[src/hdl/rci_isqrt.sv]
// Pipelined integer square root, one result bit per stage, with a sideband
// that travels alongside. Stand-alone; uses nothing from rci_pkg.
module rci_isqrt #(
  parameter int ROOT_BITS = 27,
  parameter int SIDE_BITS = 1
) (
  input  logic                   clk,
  input  logic                   rst,
  input  logic                   valid_in,
  input  logic [2*ROOT_BITS-1:0] radicand,
  input  logic [SIDE_BITS-1:0]   side_in,
  output logic                   valid_out,
  output logic [ROOT_BITS-1:0]   root,
  output logic [SIDE_BITS-1:0]   side_out
);

  localparam int RAD_BITS = 2 * ROOT_BITS;

  logic [RAD_BITS-1:0]  rem_s  [ROOT_BITS+1];
  logic [RAD_BITS-1:0]  rt_s   [ROOT_BITS+1];
  logic [SIDE_BITS-1:0] side_s [ROOT_BITS+1];
  logic                 vld_s  [ROOT_BITS+1];

  assign rem_s[0]  = radicand;
  assign rt_s[0]   = '0;
  assign side_s[0] = side_in;
  assign vld_s[0]  = valid_in;

  // Each stage tries one bit of the root against the running remainder.
  for (genvar i = 0; i < ROOT_BITS; i++) begin : g_stage
    localparam logic [RAD_BITS-1:0] BIT_W = RAD_BITS'(1) << (2 * (ROOT_BITS - 1 - i));
    logic [RAD_BITS-1:0] trial;
    assign trial = rt_s[i] + BIT_W;

    always_ff @(posedge clk) begin
      if (rst) begin
        vld_s[i+1] <= 1'b0;
      end else begin
        vld_s[i+1] <= vld_s[i];
      end
    end

    always_ff @(posedge clk) begin
      side_s[i+1] <= side_s[i];
      if (rem_s[i] >= trial) begin
        rem_s[i+1] <= rem_s[i] - trial;
        rt_s[i+1]  <= (rt_s[i] >> 1) + BIT_W;
      end else begin
        rem_s[i+1] <= rem_s[i];
        rt_s[i+1]  <= rt_s[i] >> 1;
      end
    end
  end

  assign valid_out = vld_s[ROOT_BITS];
  assign root      = rt_s[ROOT_BITS][ROOT_BITS-1:0];
  assign side_out  = side_s[ROOT_BITS];

endmodule

[config.mk]
export PLATFORM = sky130hd
export DESIGN_NAME = rci_isqrt
export DESIGN_NICKNAME = d
export VERILOG_FILES = /design/src/hdl/rci_isqrt.sv
export SDC_FILE = /design/constraint.sdc
export NUM_CORES = 2
export LEC_CHECK = 0
export ABC_AREA = 1
export BUFFER_PORTS_ARGS = -buffer_cell sky130_fd_sc_hd__buf_4
export CAP_MARGIN = 20
export CORE_MARGIN = 8
export CORE_UTILIZATION = 63
export CTS_BUF_LIST = sky130_fd_sc_hd__clkbuf_8
export CTS_CLUSTER_SIZE = 28
export DETAILED_ROUTE_END_ITERATION = 12
export GPL_ROUTABILITY_DRIVEN = 0
export PLACE_DENSITY_LB_ADDON = 0.05
export SYNTH_ARGS = -nofsm -noshare
export SYNTH_HDL_FRONTEND = slang
export SYNTH_SLANG_ARGS = --single-unit
export TNS_END_PERCENT = 1
[constraint.sdc]
create_clock -name clk -period 2.9 [get_ports clk]
set_input_delay 0.29 -clock clk [delete_from_list [all_inputs] [get_ports clk]]
set_output_delay 0.29 -clock clk [all_outputs]
set_load 0.01 [all_outputs]
---- Word-level counts from Yosys, hierarchy flattened ----
Cells that the tools add are included.
operators by class
  $add $sub $neg .......................... 78
  magnitude comparators ................... 27
  multiplexer cells ....................... 53
operator list
  operator                                                          count
  54-bit greater-or-equal comparator                                26
  54-bit 2-to-1 mux                                                 26
  53-bit 2-to-1 mux                                                 26
  54-bit subtractor                                                 25
  53-bit by 11-bit adder with 54-bit output, second input constant  1
  53-bit by 13-bit adder with 54-bit output, second input constant  1
  53-bit by 15-bit adder with 54-bit output, second input constant  1
  53-bit by 17-bit adder with 54-bit output, second input constant  1
  53-bit by 19-bit adder with 54-bit output, second input constant  1
  53-bit by 21-bit adder with 54-bit output, second input constant  1
  53-bit by 23-bit adder with 54-bit output, second input constant  1
  53-bit by 25-bit adder with 54-bit output, second input constant  1
  53-bit by 27-bit adder with 54-bit output, second input constant  1
  53-bit by 29-bit adder with 54-bit output, second input constant  1
  53-bit by 3-bit adder with 54-bit output, second input constant   1
  53-bit by 31-bit adder with 54-bit output, second input constant  1
  53-bit by 33-bit adder with 54-bit output, second input constant  1
  53-bit by 35-bit adder with 54-bit output, second input constant  1
  53-bit by 37-bit adder with 54-bit output, second input constant  1
  53-bit by 39-bit adder with 54-bit output, second input constant  1
  53-bit by 41-bit adder with 54-bit output, second input constant  1
  53-bit by 43-bit adder with 54-bit output, second input constant  1
  53-bit by 45-bit adder with 54-bit output, second input constant  1
  53-bit by 47-bit adder with 54-bit output, second input constant  1
  other kinds (35)                                                  35
word-level totals
  bits in registers ....................... 2888
  input port bits ......................... 58
  output and inout bits ................... 29

---- Depth between registers and ports, before layout ----
  depth after elaboration ................. 3
  depth in mapped cells ................... 17

---- Least setup slack after synthesis ----
Ideal clock, no wire load.
  path kind ............................... flip-flop to flip-flop
  from .................................... register rt_s[1177] in the netlist's numbering
  to ...................................... register rem_s[1126] in the netlist's numbering
  library setup time ...................... 0.114 ns
  arrival ................................. 1.828 ns
  data required time ...................... 2.786 ns
  slack ................................... 0.958 ns
  cell stages (with the launch flop) ...... 12
  buffers on the path ..................... 1
  clock period less this slack ............ 1.942 ns
  path through ............................ dfxtp_1 -> inv_1 -> ha_1 -> nand2_1 -> inv_1 -> nor3_2 -> o21ai_1 -> a21boi_2 -> nand2_2 -> buf_4 -> nand2_1 -> nand2_1
between the ends
  longest elaborated chain between the ends .. 3
  elaborated cells on any way between the ends .. 4
  those cells by class .................... add/sub: 2; order compare: 1; mux: 1
RTL lines
  item                                                                            line    RTL
  start, declared                                                                 20      logic [RAD_BITS-1:0] rt_s [ROOT_BITS+1];
  start signal, assigned by index                                                 47      rt_s[i+1] <= (rt_s[i] >> 1) + BIT_W;
  start signal, assigned by index                                                 50      rt_s[i+1] <= rt_s[i] >> 1;
  54-bit by 41-bit adder with 54-bit output *                                     33      assign trial = rt_s[i] + BIT_W;
  54-bit subtractor / 54-bit greater-or-equal comparator (equally long branches)  46, 45
  54-bit 2-to-1 mux *                                                             45      if (rem_s[i] >= trial) begin
  end signal, assigned by index                                                   46      rem_s[i+1] <= rem_s[i] - trial;
  end signal, assigned by index                                                   49      rem_s[i+1] <= rem_s[i];
  end, declared                                                                   19      logic [RAD_BITS-1:0] rem_s [ROOT_BITS+1];
Mark *: on every way between the ends. The rest lies on a longest branch, timed or not.
A chain may end at the register's enable or synchronous reset.

---- Worst setup path in the final report ----
  from .................................... register rt_s[338] in the netlist's numbering
  to ...................................... register rem_s[281] in the netlist's numbering
between the ends
  longest elaborated chain between the ends .. 3
RTL lines
  item                                       line
  54-bit by 11-bit adder with 54-bit output  33
  54-bit greater-or-equal comparator         45
  54-bit 2-to-1 mux                          45
No other way between the ends.

==> reports/results.tsv <==
stage	metric	value	unit
clocking	cts_buffer_depth	4	
die	initial_utilization	0.6335	
min_path	hold_class	input port to flip-flop	
logic_synthesis	synth.area.top_cells	dfxtp_1 (43%), nand2_1 (17%), inv_1 (8.9%)	
setup_path	worstSetupPathType	flip-flop to flip-flop	
clocking	cts-buffers-inserted	301	
logic_synthesis	ys_ff_latch	1836	
logic_synthesis	yosysTopAreaCellShare	0.4294	
timing	slew_headroom	0.2264	
logic_synthesis	syn-num-nets	12750	
power_and_ir_drop	power.density	981.4	mW/mm²
detailed_routing	post_drt_wl_per_cell	18.90	µm
power_and_ir_drop	power_frac_clock	0.242	
global_routing	grt_pass1_wl	424.7	mm
logic_synthesis	yosysUniqueCellTypes	54	
clocking	clkLatencyLatePin	1060	ps
global_routing	grt_overflow	0	
timing	hold_viol_final	0	
detailed_routing	drt_iter0_drc	9732	
clocking	htreeDepth	5	
logic_synthesis	synth-edff-count	0	
logic_synthesis	synthTopCellsByCount	nand2_1 (3984), inv_1 (2023), dfxtp_1 (1836), nor2_1 (1353), nand3_1 (706)	
logic_synthesis	synth_cells	12290	
timing	fin_crit_sh	0.9775	
timing	period_minus_slack	2835	ps
setup_path	startpoint_type	flip-flop	
global_routing	grt.total_usage	0.3663	
global_routing	grt_pass1_vias	77200	
logic_synthesis	yosys_warnings	0	
logic_synthesis	synth_most_common_cell	nand2_1	
die	core_area	0.1351	mm²
power_and_ir_drop	pwr-share-seq	0.405	
setup_path	arrival	3690	ps
logic_synthesis	avgSynthCellArea	6.966	µm²
timing	slew_viol_final	0	
timing	fmax	0.3528	GHz
cells_and_area	multi_input_area	0.04046	mm²
detailed_routing	wl	279.2	mm
die	die_h	384.6	µm
place	place_inst	14150	
setup_path	required	3760	ps
die	design.die.area	0.1479	mm²
logic_synthesis	async_reset_ff_frac	0	
power_and_ir_drop	p_switching	39.44	mW
cells_and_area	area_growth	11.85	%
place	pre_cts_ws	-258.7	ps
global_routing	grt_start_max_net_pins	46	
cells_and_area	final_cells	14770	
power_and_ir_drop	swShare	0.4197	
detailed_routing	drtAntennaViolNets	0	
clocking	clock-root-buffer	clkbuf_8	
detailed_routing	vias_per_cell	5.507	
die	pin_count	87	
setup_path	cp-end-kind	flip-flop	
timing	fin_skew	120.6	ps
timing	grt_setup_unrepaired	true	
outcome	outcome	completed	
cells_and_area	fin_nets	13250	
power_and_ir_drop	vdd_drop_max	0.6909	mV
cells_and_area	num-fill-cells	11320	
global_routing	antenna_found_initial	15	
cells_and_area	final_layout_size_suffix_gt1_frac	0.06030	
die	dieWidth	384.6	µm
detailed_routing	drtPass1Iterations	8	
logic_synthesis	synth_area	0.08560	mm²
power_and_ir_drop	intPower	54.53	mW
timing	setup_viol	0	
setup_path	crit_fanout	21	
logic_synthesis	synth_top_cell_by_area	dfxtp_1	
flow_run	cap_violations	0	
power_and_ir_drop	p_leak	50.47	nW
cells_and_area	seq_area	0.03676	mm²
clocking	cts_setup_buffers	0	
detailed_routing	num_vias	81350	
timing	setup_ws	65.38	ps
place	port_buffers	86	
clocking	cts_tree	yes	
timing	worstMarginPinSlew	1150	ps
logic_synthesis	synth_ff_type	dfxtp_1	
clocking	cts.clk_slew.worst_paths	60	ps
power_and_ir_drop	combPwrFrac	0.353	
place	post-dp-hpwl	221.5	mm
logic_synthesis	ys_seq_area_frac	0.4294	
power_and_ir_drop	power	93.97	mW
die	num_rows	135	
clocking	clkSinkCount	1836	
detailed_routing	drc	0	
[power by group through the flow]
stage / registers [mW] / clock network [mW] / logic, mW
after floorplan: 34.2 / 0 / 23.7
after global placement: 38.1 / 0 / 31.1
after detailed placement: 38.0 / 0 / 31.6
after CTS: 37.6 / 22.9 / 32.0
after global routing: 38.1 / 24.1 / 36.8
final: 38.1 / 22.7 / 33.2
[logic make-up after synthesis]
family,Yosys count,synth area share
AND/OR/NAND/NOR,6699,0.3243
XOR/XNOR,337,0.03448
multiplexers,1,0.0001169
flip-flops,1836,0.4294
AO/OA/AOI/OAI,869,0.05461
buffers and inverters,2146,0.09856
adder cells (fa/ha/maj),401,0.05861
[path summary, 6_finish.rpt]
check                startpoint                 end  slack, ps  cells after the start
max           rt_s[338]$_DFF_P_  rem_s[281]$_DFF_P_         70                     13
min                radicand[52]  rt_s[1456]$_DFF_P_         60                      3
max reg2reg   rt_s[338]$_DFF_P_  rem_s[281]$_DFF_P_         70                     13
min reg2reg  rem_s[713]$_DFF_P_  rem_s[659]$_DFF_P_        300                      0
[final cells by class]
class,count,area share
Antenna cell,6,0.0001568
Clock buffer,357,0.05132
Clock inverter,141,0.01124
Inverter,2049,0.08046
Multi-Input combinational cell,8307,0.4226
Sequential cell,1836,0.3839
Tap cell,1781,0.02327
Timing Repair Buffer,295,0.02706
[registers in the layout, indices dropped and copies added (netlist names)]
register / flops
rem_s: 1404
rt_s: 351
root: 27
side_s: 26
vld_s: 26
side_out: 1
valid_out: 1
[layout by cell type, fill, tap and decap left out, types with 9 or more instances in the layout]
cell type      synthesis  final
a21boi_0              11     11
a21o_1                18     18
a21oi_1              478    474
a21oi_2               16     20
and2_1                27     27
buf_4                 21    173
bufinv_16              0     16
clkbuf_8               0    357
clkinv_2               0     29
clkinvlp_4             0     14
dfxtp_1             1836   1832
dlygate4sd3_1          0    114
ha_1                 401    400
inv_1               2023   2099
inv_2                 21     20
nand2_1             3984   3984
nand2_2               23     23
nand3_1              706    706
nand3_2                9      9
nand3b_1              64     64
nand4_1              245    245
nor2_1              1353   1349
nor2_2                40     42
nor2_4                 8     10
nor3_1               115    115
nor4_1                81     80
o21ai_0              190    188
o21ai_1               90     90
o21ai_2               14     16
o21bai_1              24     24
or2_2                 15     15
xnor2_1              143    143
xor2_1               194    194
[critical path, cell delays in order (launching register included)]
cell,delay [ps]
dfxtp_1,510
inv_1,100
ha_1,360
nand2_1,140
nor2_1,200
nand2_1,70
nand2_1,240
nand2_1,100
nand2_1,170
nand2_1,140
nand2_2,160
nor2_8,50
buf_4,210
o21ai_2,270
[per-layer routing]
| layer | track usage | routed length [µm] | vias up |
|---|---|---|---|
| met3 | 0.07887 | 29390 | 1227 |
| met2 | 0.5686 | 118300 | 4656 |
| met4 | 0.2861 | 26340 | 10 |
| met5 | 0 | 73 | - |
| met1 | 0.4415 | 105100 | 36390 |
| li1 | - | - | 39060 |
[repair_timing]
action,4_1_cts,5_1_grt
cloned,0,0
endpoints found under the hold margin,83,0
pin swaps,0,1
gates resized for setup,3,19
setup endpoints to repair,38,107
hold buffers,114,0
[stage by stage]
step,TNS [ps],area [µm²],utilization,hold slack [ps]
5_1_grt,-353.1,95740,0.7085,38.45
4_1_cts,0,95690,0.7081,13.91
2_1_floorplan,0,85600,-,309.6
3_3_place_gp,-4121,88550,0.6553,313.5
3_5_place_dp,-5661,88550,0.6553,314.3
6_report,0,95750,0.7086,57.57
No activity file was read; power rests on OpenSTA's default activity.
